File: config.mk
export PLATFORM = sky130hd
export DESIGN_NAME = log_frame_delta_encoder
export DESIGN_NICKNAME = d
export VERILOG_FILES = /design/src/sv/lfde_pkg.sv /design/src/sv/lfde_sample_mem.sv /design/src/sv/lfde_quant.sv /design/src/sv/lfde_framer.sv /design/src/sv/log_frame_delta_encoder.sv
export SDC_FILE = /design/constraint.sdc
export NUM_CORES = 2
export LEC_CHECK = 0
export BUFFER_PORTS_ARGS = -buffer_cell sky130_fd_sc_hd__buf_2
export CAP_MARGIN = 5
export CORE_MARGIN = 2
export CORE_UTILIZATION = 56
export DETAILED_ROUTE_END_ITERATION = 12
export GPL_ROUTABILITY_DRIVEN = 0
export PLACE_DENSITY = 0.72
export SLEW_MARGIN = 20
export SYNTH_ARGS = -nofsm -noshare
export SYNTH_HDL_FRONTEND = slang
export SYNTH_SLANG_ARGS = --single-unit
File: constraint.sdc
create_clock -name clk -period 44.2 [get_ports clk]
set_input_delay 6.63 -clock clk [delete_from_list [all_inputs] [get_ports clk]]
set_output_delay 6.63 -clock clk [all_outputs]
set_load 0.02 [all_outputs]
File: src/sv/lfde_pkg.sv
// shared types, constants and crc helper for the log frame delta encoder
package lfde_pkg;

  localparam logic [15:0] CRC_INIT = 16'hFFFF;
  localparam logic [15:0] CRC_POLY = 16'h1021;

  localparam logic [2:0] REG_MAGIC0 = 3'd0;
  localparam logic [2:0] REG_MAGIC1 = 3'd1;
  localparam logic [2:0] REG_KEY    = 3'd2;
  localparam logic [2:0] REG_DELTA  = 3'd3;
  localparam logic [2:0] REG_IVAL   = 3'd4;
  localparam logic [2:0] REG_SCALE  = 3'd5;

  typedef struct packed {
    logic        hdr;
    logic        key;
    logic        pl;
    logic        last;
    logic [15:0] seq;
    logic [31:0] tfield;
    logic [31:0] sample;
  } job_t;

  function automatic logic [15:0] crc_byte(input logic [15:0] crc_in, input logic [7:0] data);
    logic [15:0] c;
    c = crc_in ^ {data, 8'h00};
    for (int b = 0; b < 8; b++) begin
      if (c[15]) c = {c[14:0], 1'b0} ^ CRC_POLY;
      else c = {c[14:0], 1'b0};
    end
    return c;
  endfunction

endpackage

File: src/sv/lfde_sample_mem.sv
// previous sample store, read-first with registered read and per-entry valid bits
module lfde_sample_mem #(
  parameter int DEPTH = 21,
  parameter int AW = 5
) (
  input  logic          clk,
  input  logic          rst,
  input  logic          rd_en,
  input  logic          wr_en,
  input  logic [AW-1:0] addr,
  input  logic [31:0]   wdata,
  output logic [31:0]   rdata
);

  logic [31:0]      mem [DEPTH];
  logic [DEPTH-1:0] vbits;
  logic [31:0]      rd_q;
  logic             rd_vld;

  always_ff @(posedge clk) begin
    if (rd_en) begin
      rd_q <= mem[addr];
    end
    if (wr_en) begin
      mem[addr] <= wdata;
    end
  end

  always_ff @(posedge clk) begin
    if (rst) begin
      vbits  <= '0;
      rd_vld <= 1'b0;
    end else begin
      if (rd_en) rd_vld <= vbits[addr];
      if (wr_en) vbits[addr] <= 1'b1;
    end
  end

  assign rdata = rd_vld ? rd_q : 32'h0;

endmodule

File: src/sv/lfde_quant.sv
// six stage float subtract, multiply by scale and int16 truncation
module lfde_quant (
  input  logic        clk,
  input  logic        en,
  input  logic [31:0] cur,
  input  logic [31:0] prev,
  input  logic [31:0] scale,
  output logic [15:0] q
);

  // stage 1: unpack, order by magnitude, align
  logic [31:0] nb, lop, sop;
  logic        a_nan, a_inf, b_nan, b_inf, swap;
  logic [7:0]  el, es, dexp;
  logic [23:0] ml, ms;
  logic [26:0] yv, ysh;
  logic [53:0] yfull;
  logic        stk;

  logic        r1_sign, r1_sub, r1_nan, r1_inf, r1_isgn;
  logic [7:0]  r1_e;
  logic [26:0] r1_x, r1_y;

  assign nb    = {~prev[31], prev[30:0]};
  assign a_nan = (cur[30:23] == 8'hFF) && (cur[22:0] != 23'h0);
  assign a_inf = (cur[30:23] == 8'hFF) && (cur[22:0] == 23'h0);
  assign b_nan = (nb[30:23] == 8'hFF) && (nb[22:0] != 23'h0);
  assign b_inf = (nb[30:23] == 8'hFF) && (nb[22:0] == 23'h0);
  assign swap  = cur[30:0] < nb[30:0];
  assign lop   = swap ? nb : cur;
  assign sop   = swap ? cur : nb;
  assign el    = (lop[30:23] == 8'h0) ? 8'd1 : lop[30:23];
  assign es    = (sop[30:23] == 8'h0) ? 8'd1 : sop[30:23];
  assign ml    = {lop[30:23] != 8'h0, lop[22:0]};
  assign ms    = {sop[30:23] != 8'h0, sop[22:0]};
  assign dexp  = el - es;
  assign yv    = {ms, 3'b000};
  assign yfull = {yv, 27'h0} >> dexp;

  always_comb begin
    if (dexp >= 8'd27) begin
      ysh = '0;
      stk = |ms;
    end else begin
      ysh = yfull[53:27];
      stk = |yfull[26:0];
    end
  end

  always_ff @(posedge clk) begin
    if (en) begin
      r1_sign <= lop[31];
      r1_sub  <= lop[31] ^ sop[31];
      r1_e    <= el;
      r1_x    <= {ml, 3'b000};
      r1_y    <= {ysh[26:1], ysh[0] | stk};
      r1_nan  <= a_nan | b_nan | (a_inf & b_inf & (cur[31] != nb[31]));
      r1_inf  <= a_inf | b_inf;
      r1_isgn <= a_inf ? cur[31] : nb[31];
    end
  end

  // stage 2: add or subtract, leading zero count
  logic [27:0] sum;
  logic [4:0]  lz1;
  logic [27:0] r2_sum;
  logic [4:0]  r2_lz;
  logic [7:0]  r2_e;
  logic        r2_sign, r2_nan, r2_inf, r2_isgn;

  assign sum = r1_sub ? ({1'b0, r1_x} - {1'b0, r1_y}) : ({1'b0, r1_x} + {1'b0, r1_y});

  always_comb begin
    lz1 = 5'd27;
    for (int i = 0; i < 27; i++) begin
      if (sum[i]) lz1 = 5'(26 - i);
    end
  end

  always_ff @(posedge clk) begin
    if (en) begin
      r2_sum  <= sum;
      r2_lz   <= lz1;
      r2_e    <= r1_e;
      r2_sign <= r1_sign;
      r2_nan  <= r1_nan;
      r2_inf  <= r1_inf;
      r2_isgn <= r1_isgn;
    end
  end

  // stage 3: normalize and round the difference
  logic [7:0]  elim;
  logic [4:0]  sh;
  logic [26:0] nrm;
  logic [8:0]  e9, e9f;
  logic        up;
  logic [24:0] m25;
  logic [23:0] mf;
  logic        ovf;

  logic        d_sign, d_nan, d_inf, d_zero;
  logic [7:0]  d_e;
  logic [23:0] d_m;

  assign elim = r2_e - 8'd1;

  always_comb begin
    sh = ({3'b000, r2_lz} < elim) ? r2_lz : elim[4:0];
    if (r2_sum[27]) begin
      nrm = {r2_sum[27:2], r2_sum[1] | r2_sum[0]};
      e9  = {1'b0, r2_e} + 9'd1;
    end else begin
      nrm = r2_sum[26:0] << sh;
      e9  = {1'b0, r2_e} - {4'b0, sh};
    end
    up  = nrm[2] & (nrm[1] | nrm[0] | nrm[3]);
    m25 = {1'b0, nrm[26:3]} + {24'h0, up};
    if (m25[24]) begin
      mf  = m25[24:1];
      e9f = e9 + 9'd1;
    end else begin
      mf  = m25[23:0];
      e9f = e9;
    end
    ovf = e9f >= 9'd255;
  end

  always_ff @(posedge clk) begin
    if (en) begin
      d_nan  <= r2_nan;
      d_inf  <= !r2_nan && (r2_inf || ovf);
      d_sign <= r2_inf ? r2_isgn : r2_sign;
      d_zero <= !r2_nan && !r2_inf && (r2_sum == 28'h0);
      d_e    <= e9f[7:0];
      d_m    <= (r2_sum == 28'h0) ? 24'h0 : mf;
    end
  end

  // stage 4: multiply by the scale
  logic        s_nan, s_inf, s_zero;
  logic [7:0]  sce;
  logic [23:0] scm;
  logic [47:0] p_prod;
  logic [8:0]  p_exp;
  logic        p_sign, p_nan, p_inf;

  assign s_nan  = (scale[30:23] == 8'hFF) && (scale[22:0] != 23'h0);
  assign s_inf  = (scale[30:23] == 8'hFF) && (scale[22:0] == 23'h0);
  assign s_zero = scale[30:0] == 31'h0;
  assign sce    = (scale[30:23] == 8'h0) ? 8'd1 : scale[30:23];
  assign scm    = {scale[30:23] != 8'h0, scale[22:0]};

  always_ff @(posedge clk) begin
    if (en) begin
      p_prod <= d_m * scm;
      p_exp  <= {1'b0, d_e} + {1'b0, sce};
      p_sign <= d_sign ^ scale[31];
      p_nan  <= d_nan | s_nan | (d_inf & s_zero) | (s_inf & d_zero);
      p_inf  <= d_inf | s_inf;
    end
  end

  // stage 5: normalize the product
  logic [5:0]  lz2;
  logic [47:0] n5;
  logic signed [10:0] k5;
  logic        r5_zero, r5_sign, r5_nan, r5_inf;

  always_comb begin
    lz2 = 6'd0;
    for (int i = 0; i < 48; i++) begin
      if (p_prod[i]) lz2 = 6'(47 - i);
    end
  end

  always_ff @(posedge clk) begin
    if (en) begin
      n5      <= p_prod << lz2;
      k5      <= $signed({2'b00, p_exp}) - $signed({5'b0, lz2}) - 11'sd253;
      r5_zero <= p_prod == 48'h0;
      r5_sign <= p_sign;
      r5_nan  <= p_nan;
      r5_inf  <= p_inf;
    end
  end

  // stage 6: round to single and truncate to int16
  logic        up6;
  logic [24:0] m6;
  logic [23:0] mn;
  logic signed [10:0] k6;
  logic [4:0]  rsh;
  logic [23:0] mag;
  logic [15:0] qv;

  always_comb begin
    up6 = n5[23] & ((|n5[22:0]) | n5[24]);
    m6  = {1'b0, n5[47:24]} + {24'h0, up6};
    mn  = m6[24] ? m6[24:1] : m6[23:0];
    k6  = k5 + $signed({10'b0, m6[24]});
    rsh = 5'd23 - k6[4:0];
    mag = mn >> rsh;
    if (r5_nan) begin
      qv = 16'h0000;
    end else if (r5_inf || (!r5_zero && k6 >= 11'sd15)) begin
      qv = r5_sign ? 16'h8000 : 16'h7FFF;
    end else if (r5_zero || k6 < 11'sd0) begin
      qv = 16'h0000;
    end else begin
      qv = r5_sign ? (16'h0 - mag[15:0]) : mag[15:0];
    end
  end

  always_ff @(posedge clk) begin
    if (en) begin
      q <= qv;
    end
  end

endmodule

File: src/sv/lfde_framer.sv
// frame byte sequencer with running crc and output register
module lfde_framer
  import lfde_pkg::*;
(
  input  logic        clk,
  input  logic        rst,
  input  logic        job_valid,
  input  job_t        job,
  input  logic [15:0] q,
  input  logic [7:0]  magic_first,
  input  logic [7:0]  magic_second,
  input  logic [7:0]  key_type_code,
  input  logic [7:0]  delta_type_code,
  output logic        take,
  output logic        out_valid,
  input  logic        out_ready,
  output logic [7:0]  frame_byte,
  output logic        frame_end
);

  localparam int NUM_SLOTS = 15;
  localparam logic [3:0] SLOT_MAGIC0  = 4'd0;
  localparam logic [3:0] SLOT_MAGIC1  = 4'd1;
  localparam logic [3:0] SLOT_TYPE    = 4'd2;
  localparam logic [3:0] SLOT_SEQ0    = 4'd3;
  localparam logic [3:0] SLOT_SEQ1    = 4'd4;
  localparam logic [3:0] SLOT_TIME0   = 4'd5;
  localparam logic [3:0] SLOT_TIME1   = 4'd6;
  localparam logic [3:0] SLOT_TIME2   = 4'd7;
  localparam logic [3:0] SLOT_TIME3   = 4'd8;
  localparam logic [3:0] SLOT_DATA0   = 4'd9;
  localparam logic [3:0] SLOT_DATA1   = 4'd10;
  localparam logic [3:0] SLOT_DATA2   = 4'd11;
  localparam logic [3:0] SLOT_DATA3   = 4'd12;
  localparam logic [3:0] SLOT_CRC_LO  = 4'd13;
  localparam logic [3:0] SLOT_CRC_HI  = 4'd14;

  job_t                 jreg;
  logic [15:0]          qreg;
  logic [NUM_SLOTS-1:0] rem, rem_clr, mask;
  logic [15:0]          crc;
  logic [3:0]           sel;
  logic [7:0]           byte_sel;
  logic [31:0]          data_word;
  logic                 emit;

  always_comb begin
    mask = '0;
    if (job.hdr) begin
      mask[4:0] = 5'h1F;
      mask[6:5] = 2'b11;
      if (job.key) mask[8:7] = 2'b11;
    end
    if (job.key) mask[12:9] = 4'hF;
    else if (job.pl) mask[10:9] = 2'b11;
    if (job.last) mask[14:13] = 2'b11;
  end

  always_comb begin
    sel = SLOT_CRC_HI;
    for (int i = NUM_SLOTS - 1; i >= 0; i--) begin
      if (rem[i]) sel = 4'(i);
    end
  end

  assign data_word = jreg.key ? jreg.sample : {16'h0, qreg};

  always_comb begin
    case (sel)
      SLOT_MAGIC0: byte_sel = magic_first;
      SLOT_MAGIC1: byte_sel = magic_second;
      SLOT_TYPE:   byte_sel = jreg.key ? key_type_code : delta_type_code;
      SLOT_SEQ0:   byte_sel = jreg.seq[7:0];
      SLOT_SEQ1:   byte_sel = jreg.seq[15:8];
      SLOT_TIME0:  byte_sel = jreg.tfield[7:0];
      SLOT_TIME1:  byte_sel = jreg.tfield[15:8];
      SLOT_TIME2:  byte_sel = jreg.tfield[23:16];
      SLOT_TIME3:  byte_sel = jreg.tfield[31:24];
      SLOT_DATA0:  byte_sel = data_word[7:0];
      SLOT_DATA1:  byte_sel = data_word[15:8];
      SLOT_DATA2:  byte_sel = data_word[23:16];
      SLOT_DATA3:  byte_sel = data_word[31:24];
      SLOT_CRC_LO: byte_sel = crc[7:0];
      SLOT_CRC_HI: byte_sel = crc[15:8];
      default:     byte_sel = 8'h00;
    endcase
  end

  assign emit    = (rem != '0) && (!out_valid || out_ready);
  assign rem_clr = rem & ~(NUM_SLOTS'(1) << sel);
  assign take    = (rem == '0) || (emit && (rem_clr == '0));

  always_ff @(posedge clk) begin
    if (take && job_valid) begin
      jreg <= job;
      qreg <= q;
    end
    if (emit) begin
      frame_byte <= byte_sel;
      frame_end  <= sel == SLOT_CRC_HI;
    end
  end

  always_ff @(posedge clk) begin
    if (rst) begin
      rem       <= '0;
      crc       <= CRC_INIT;
      out_valid <= 1'b0;
    end else begin
      if (take) rem <= job_valid ? mask : '0;
      else if (emit) rem <= rem_clr;
      if (emit) begin
        if (sel == SLOT_MAGIC0) crc <= crc_byte(CRC_INIT, byte_sel);
        else if (sel < SLOT_CRC_LO) crc <= crc_byte(crc, byte_sel);
        out_valid <= 1'b1;
      end else if (out_ready) begin
        out_valid <= 1'b0;
      end
    end
  end

  a_end_spacing: assert property (@(posedge clk) disable iff (rst)
    out_valid && out_ready && frame_end |=> !(out_valid && frame_end))
    else $error("two frame ends in consecutive beats");

endmodule

File: src/sv/log_frame_delta_encoder.sv
// top level: record sequencing, sample store, quantizer pipeline and frame output
//
//   channel | beat contents                  | handshake
//   in      | sample_bits, time_ms           | in_valid / in_ready
//   cfg     | cfg_index, cfg_data            | cfg_valid / cfg_ready
//   out     | frame_byte, frame_end          | out_valid / out_ready
//
// a sample is accepted each cycle the pipeline moves; its first byte appears after the
// pipeline and the framer's output register, then it holds the byte output for 0 to 15
// bytes, one per cycle while out is not stalled; the byte sequencer sets the sustained
// rate: with 21 channels about 2.4 bytes per sample in delta frames and 4.5 in key frames
// a stall on out holds the 7 stage pipeline; in_ready drops while its last stage is full
// and the sequencer still has bytes left; reset clears counters, crc and store valid bits
module log_frame_delta_encoder
  import lfde_pkg::*;
#(
  parameter int CHANNELS = 21,
  parameter int DELTA_CHANNELS = 21
) (
  input  logic        clk,
  input  logic        rst,
  input  logic        in_valid,
  output logic        in_ready,
  input  logic [31:0] sample_bits,
  input  logic [31:0] time_ms,
  input  logic        cfg_valid,
  output logic        cfg_ready,
  input  logic [2:0]  cfg_index,
  input  logic [31:0] cfg_data,
  output logic        out_valid,
  input  logic        out_ready,
  output logic [7:0]  frame_byte,
  output logic        frame_end
);

  localparam int ChW = (CHANNELS > 1) ? $clog2(CHANNELS) : 1;
  localparam int QLAT = 6;
  localparam int LAST = QLAT;

  logic [7:0]  magic_first, magic_second, key_type_code, delta_type_code;
  logic [15:0] key_interval;
  logic [31:0] delta_scale_bits;

  logic [ChW-1:0] ch;
  logic           key_active;
  logic [15:0]    rec_cnt, seq;
  logic [31:0]    prev_time;

  logic           adv, acc, is0, key_now, take;
  logic [31:0]    tdiff;
  logic [15:0]    tsat;
  logic [16:0]    rec_inc;
  job_t           job0;
  job_t           jobs [QLAT+1];
  logic [LAST:0]  vld;
  logic [31:0]    prev_sample;
  logic [15:0]    q;

  assign cfg_ready = 1'b1;

  always_ff @(posedge clk) begin
    if (rst) begin
      magic_first      <= 8'h00;
      magic_second     <= 8'h00;
      key_type_code    <= 8'h00;
      delta_type_code  <= 8'h01;
      key_interval     <= 16'd10;
      delta_scale_bits <= 32'h42C8_0000;
    end else if (cfg_valid && cfg_ready) begin
      case (cfg_index)
        REG_MAGIC0: magic_first      <= cfg_data[7:0];
        REG_MAGIC1: magic_second     <= cfg_data[7:0];
        REG_KEY:    key_type_code    <= cfg_data[7:0];
        REG_DELTA:  delta_type_code  <= cfg_data[7:0];
        REG_IVAL:   key_interval     <= cfg_data[15:0];
        REG_SCALE:  delta_scale_bits <= cfg_data;
        default: ;
      endcase
    end
  end

  assign adv      = !vld[LAST] || take;
  assign in_ready = adv;
  assign acc      = in_valid && in_ready;
  assign is0      = ch == '0;
  assign key_now  = is0 ? (rec_cnt == 16'h0) : key_active;
  assign tdiff    = time_ms - prev_time;
  assign rec_inc  = {1'b0, rec_cnt} + 17'd1;

  always_comb begin
    if (!tdiff[31] && (tdiff > 32'd32767)) tsat = 16'h7FFF;
    else if (tdiff[31] && (tdiff < 32'hFFFF_8000)) tsat = 16'h8000;
    else tsat = tdiff[15:0];
  end

  always_comb begin
    job0.hdr    = is0;
    job0.key    = key_now;
    job0.pl     = key_now || ({{(6-ChW){1'b0}}, ch} < 6'(DELTA_CHANNELS));
    job0.last   = ch == ChW'(CHANNELS - 1);
    job0.seq    = seq;
    job0.tfield = key_now ? time_ms : {16'h0, tsat};
    job0.sample = sample_bits;
  end

  always_ff @(posedge clk) begin
    if (rst) begin
      ch         <= '0;
      key_active <= 1'b0;
      rec_cnt    <= 16'h0;
      seq        <= 16'h0;
      prev_time  <= 32'h0;
    end else if (acc) begin
      ch <= (ch == ChW'(CHANNELS - 1)) ? '0 : ch + ChW'(1);
      if (is0) begin
        key_active <= key_now;
        prev_time  <= time_ms;
        seq        <= seq + 16'd1;
        if (key_interval == 16'h0 || rec_inc >= {1'b0, key_interval}) rec_cnt <= 16'h0;
        else rec_cnt <= rec_inc[15:0];
      end
    end
  end

  always_ff @(posedge clk) begin
    if (adv) begin
      jobs[0] <= job0;
      for (int i = 1; i <= LAST; i++) jobs[i] <= jobs[i-1];
    end
  end

  always_ff @(posedge clk) begin
    if (rst) begin
      vld <= '0;
    end else if (adv) begin
      vld <= {vld[LAST-1:0], acc};
    end
  end

  lfde_sample_mem #(
    .DEPTH(CHANNELS),
    .AW(ChW)
  ) u_mem (
    .clk  (clk),
    .rst  (rst),
    .rd_en(adv),
    .wr_en(acc),
    .addr (ch),
    .wdata(sample_bits),
    .rdata(prev_sample)
  );

  lfde_quant u_quant (
    .clk  (clk),
    .en   (adv),
    .cur  (jobs[0].sample),
    .prev (prev_sample),
    .scale(delta_scale_bits),
    .q    (q)
  );

  lfde_framer u_framer (
    .clk            (clk),
    .rst            (rst),
    .job_valid      (vld[LAST]),
    .job            (jobs[LAST]),
    .q              (q),
    .magic_first    (magic_first),
    .magic_second   (magic_second),
    .key_type_code  (key_type_code),
    .delta_type_code(delta_type_code),
    .take           (take),
    .out_valid      (out_valid),
    .out_ready      (out_ready),
    .frame_byte     (frame_byte),
    .frame_end      (frame_end)
  );

  a_stall_cause: assert property (@(posedge clk) disable iff (rst)
    !in_ready |-> vld[LAST])
    else $error("input stalled with free pipeline");

  a_ch_range: assert property (@(posedge clk) disable iff (rst)
    !(ch > ChW'(CHANNELS - 1)))
    else $error("channel index out of range");

  a_key_payload: assert property (@(posedge clk) disable iff (rst)
    vld[0] && jobs[0].key |-> jobs[0].pl)
    else $error("key frame beat without payload");

endmodule
==> impl_metrics.py <==
metrics = {
    "run_status": {
        "status": "completed",
    },
    "flow_run": {
        "drv_cap": 0,
    },
    "grt": {
        "grt_pass1_wl_mm": 381,
        "gr-total-overflow": 0,
        "grt.total_usage": 0.263,
        "antenna_found_initial": 10,
        "grt_pass1_vias": 66200,
        "grt_max_degree": 184,
    },
    "worst_setup_path": {
        "rr_worst_depth": 27,
        "r2r_setup_slack_ns": 35.01,
        "worst-setup-path-type": "input port to output port",
        "crit_arrival_ns": 9.69,
        "required_ns": 37.57,
        "crit_path_end_kind": "output port",
        "path_max_fanout": 65,
        "r2r-end": "u_quant.r1_y[0]",
        "crit_path_start": "out_ready",
        "timing.rr.start": "u_mem.rd_vld",
        "cp-start-kind": "input port",
    },
    "timing": {
        "slew_viol_final": 0,
        "slew_headroom": 0.213,
        "period_needed_ns": 16.32,
        "max_freq_ghz": 0.0613,
        "timing.final.ws_setup_ns": 27.88,
        "setup_viol": 0,
        "final_hold_viol_count": 0,
        "period_share": 0.369,
        "finalSetupTns_ns": 0,
        "worst_slew_pin_slew_ns": 1.18,
        "fin_skew_ns": 0.0556,
        "rsz0062_at_grt": "false",
    },
    "final_layout": {
        "syn2layout_area_growth_pct": 8.96,
        "drive_gt1_frac": 0.106,
        "nets": 9257,
        "multi_input_area_um2": 44000,
        "regArea_um2": 54700,
        "fillers": 13800,
        "stdcell_area_um2": 112000,
    },
    "pwr": {
        "power_density_nw_per_um2": 60.0,
        "vdd.ir_drop.worst_mv": 0.0719,
        "leakage_nw": 43.0,
        "total_power_mw": 6.73,
    },
    "clocking": {
        "path_clk_slew_ns": 0.06,
        "clkLatencyLatePin_ns": 0.83,
        "htreeDepth": 4,
        "cts_root_buffer": "clkbuf_16",
        "cts_setup_buffers": 0,
        "cts_tree": "done",
        "cts_buffer_depth": 3,
        "numCtsBuffers": 183,
        "cts.sink_count": 1893,
        "cts_resized": 0,
        "post_cts_hold_buffer_count": 0,
    },
    "routing": {
        "routed_wl_mm": 244,
        "drc": 0,
        "drt_first_pass_iters": 9,
        "postRouteAntennaNets": 0,
        "vias": 66300,
        "avgViaCountPerCell": 6.06,
        "drt_iter0_drc": 7062,
        "wl_per_cell_um": 22.3,
    },
    "die": {
        "die_h_um": 433,
        "rows": 157,
        "die_area_um2": 187000,
        "io_pins": 116,
        "core_um2": 183000,
        "dieWidth_um": 433,
        "start_util": 0.563,
    },
    "synthesis": {
        "ys_ff_latch": 1893,
        "synthesis.nets": 9248,
        "syn_area_um2": 103000,
        "synth_area_per_cell_um2": 12.4,
        "yosys_warnings": 0,
        "synthCells": 8305,
        "synthTopCellsByCount": "1682 x edfxtp_1, 992 x nand2_1, 727 x inv_1",
        "ys_seq_area_frac": 0.532,
        "synth.distinct_cells": 107,
        "yosysTopAreaCell": "edfxtp_1",
        "synthTopCellsByArea": "edfxtp_1 49%, fa_1 9.5%, mux4_2 4.4%",
        "synth_edf_count": 1682,
        "yosysMostFrequentCell": "edfxtp_1",
        "async_flop_share": 0,
        "synth_top_cell_area_share": 0.491,
        "synthFlopType": "edfxtp_1",
    },
    "place": {
        "dp_hpwl_mm": 165,
        "place_ws_ns": 27.89,
        "io_buffers": 114,
        "dpl_cell_area_um2": 106000,
    },
    "worst_hold_path": {
        "hp-start": "u_quant.q[8]",
        "min_to": "u_framer.qreg[8]",
        "hold_depth": 0,
        "hold_path_class": "flop to flop",
    },
}
[registers in the layout (all words and copies together) (netlist names), 21 cells and up]
| signal | flops |
|---|---|
| u_quant.r1_x | 24 |
| u_quant.d_m | 24 |
| u_quant.p_prod | 48 |
| u_quant.r2_sum | 28 |
| prev_time | 32 |
| delta_scale_bits | 32 |
| u_quant.n5 | 48 |
| u_mem.mem | 672 |
| jobs | 588 |
| u_framer.jreg | 81 |
| u_mem.rd_q | 32 |
| u_mem.vbits | 21 |
| u_quant.r1_y | 27 |
[layer usage]
metal	wire, um	part of all wire	global-route usage	vias to the layer above
met4	10400	0.043	0.105	6
met5	39	0.00016	0	-
met2	116000	0.47	0.422	3051
met1	98300	0.40	0.360	32800
li1	-	-	-	29800
met3	19800	0.081	0.0442	613
[through the flow]
stage	hold slack (ns)	utilization	std cells
2_1_floorplan	0.400	-	8305
3_3_place_gp	0.401	0.580	10600
3_5_place_dp	0.405	0.580	10600
4_1_cts	0.398	0.613	10900
5_1_grt	0.402	0.613	10900
6_report	0.399	0.613	10900
[cells in the final DEF, fill, tap and decap left out, types with 34 or more instances in the layout]
cell type  Yosys  layout
edfxtp_1    1682    1682
nand2_1      992     992
inv_1        727     725
fa_1         488     487
nor2_1       410     407
a21oi_1      399     398
ha_1         351     351
and2_1       279     269
o21ai_0      247     247
mux2i_1      227     227
dfxtp_1      211     207
mux4_2       199     199
clkbuf_16      0     186
xnor2_1      148     146
buf_2         13     113
buf_4          3     109
xor2_1       106     105
nand3_1       99      98
nor3_1        97      89
o21a_1        79      79
mux2_2        79      79
nor4_1        77      77
a22oi_1       74      74
a21o_1        60      60
and3_1        61      58
a211oi_1      56      56
o221ai_1      49      49
nand2b_1      48      48
nand4_1       47      47
clkinv_1       9      46
nor2b_1       45      45
a31oi_1       41      40
clkbuf_1     360      38
o211ai_1      36      36
or2_2         35      35
clkinv_2       0      34
[cell type report]
type / count / share of cell area
multi-input combinational: 5268 / 0.393
inverter: 738 / 0.0247
sequential: 1893 / 0.488
antenna: 5 / 0.000112
timing repair buffer: 230 / 0.0135
tap: 2464 / 0.0275
clock buffer: 232 / 0.0437
clock inverter: 110 / 0.00985
[worst max-delay path, cell delays in order]
cell,delay [ns]
buf_2,0.12
nand2b_1,0.15
and2_0,0.65
o211ai_1,0.21
a221o_1,0.31
a2111o_1,0.32
o211ai_1,0.19
buf_4,0.66
buf_2,0.35
[cells by family after synthesis]
| logic type | Yosys count | synth area share |
|---|---|---|
| mux | 505 | 0.0742 |
| buf+inv | 1144 | 0.0421 |
| flops | 1893 | 0.532 |
| xor+xnor | 254 | 0.0216 |
| simple gates | 2290 | 0.104 |
| compound gates | 1379 | 0.0885 |
| other cells | 1 | 0.0000364 |
| fa+ha+maj | 839 | 0.138 |
[how the worst max path moves through the flow]
stage                          end  slack (ns)
after floorplan           in_ready        4.79
after global placement    in_ready       27.94
after detailed placement  in_ready       27.89
after CTS                 in_ready       27.86
after global routing      in_ready       27.67
final                     in_ready       27.88
[power breakdown]
| part | switching (mW) | total (mW) | internal (mW) |
|---|---|---|---|
| Sequential | 0.127 | 2.35 | 2.23 |
| Combinational | 1.67 | 2.82 | 1.16 |
| Clock | 0.676 | 1.55 | 0.874 |
(Power assumes the default switching activity.)
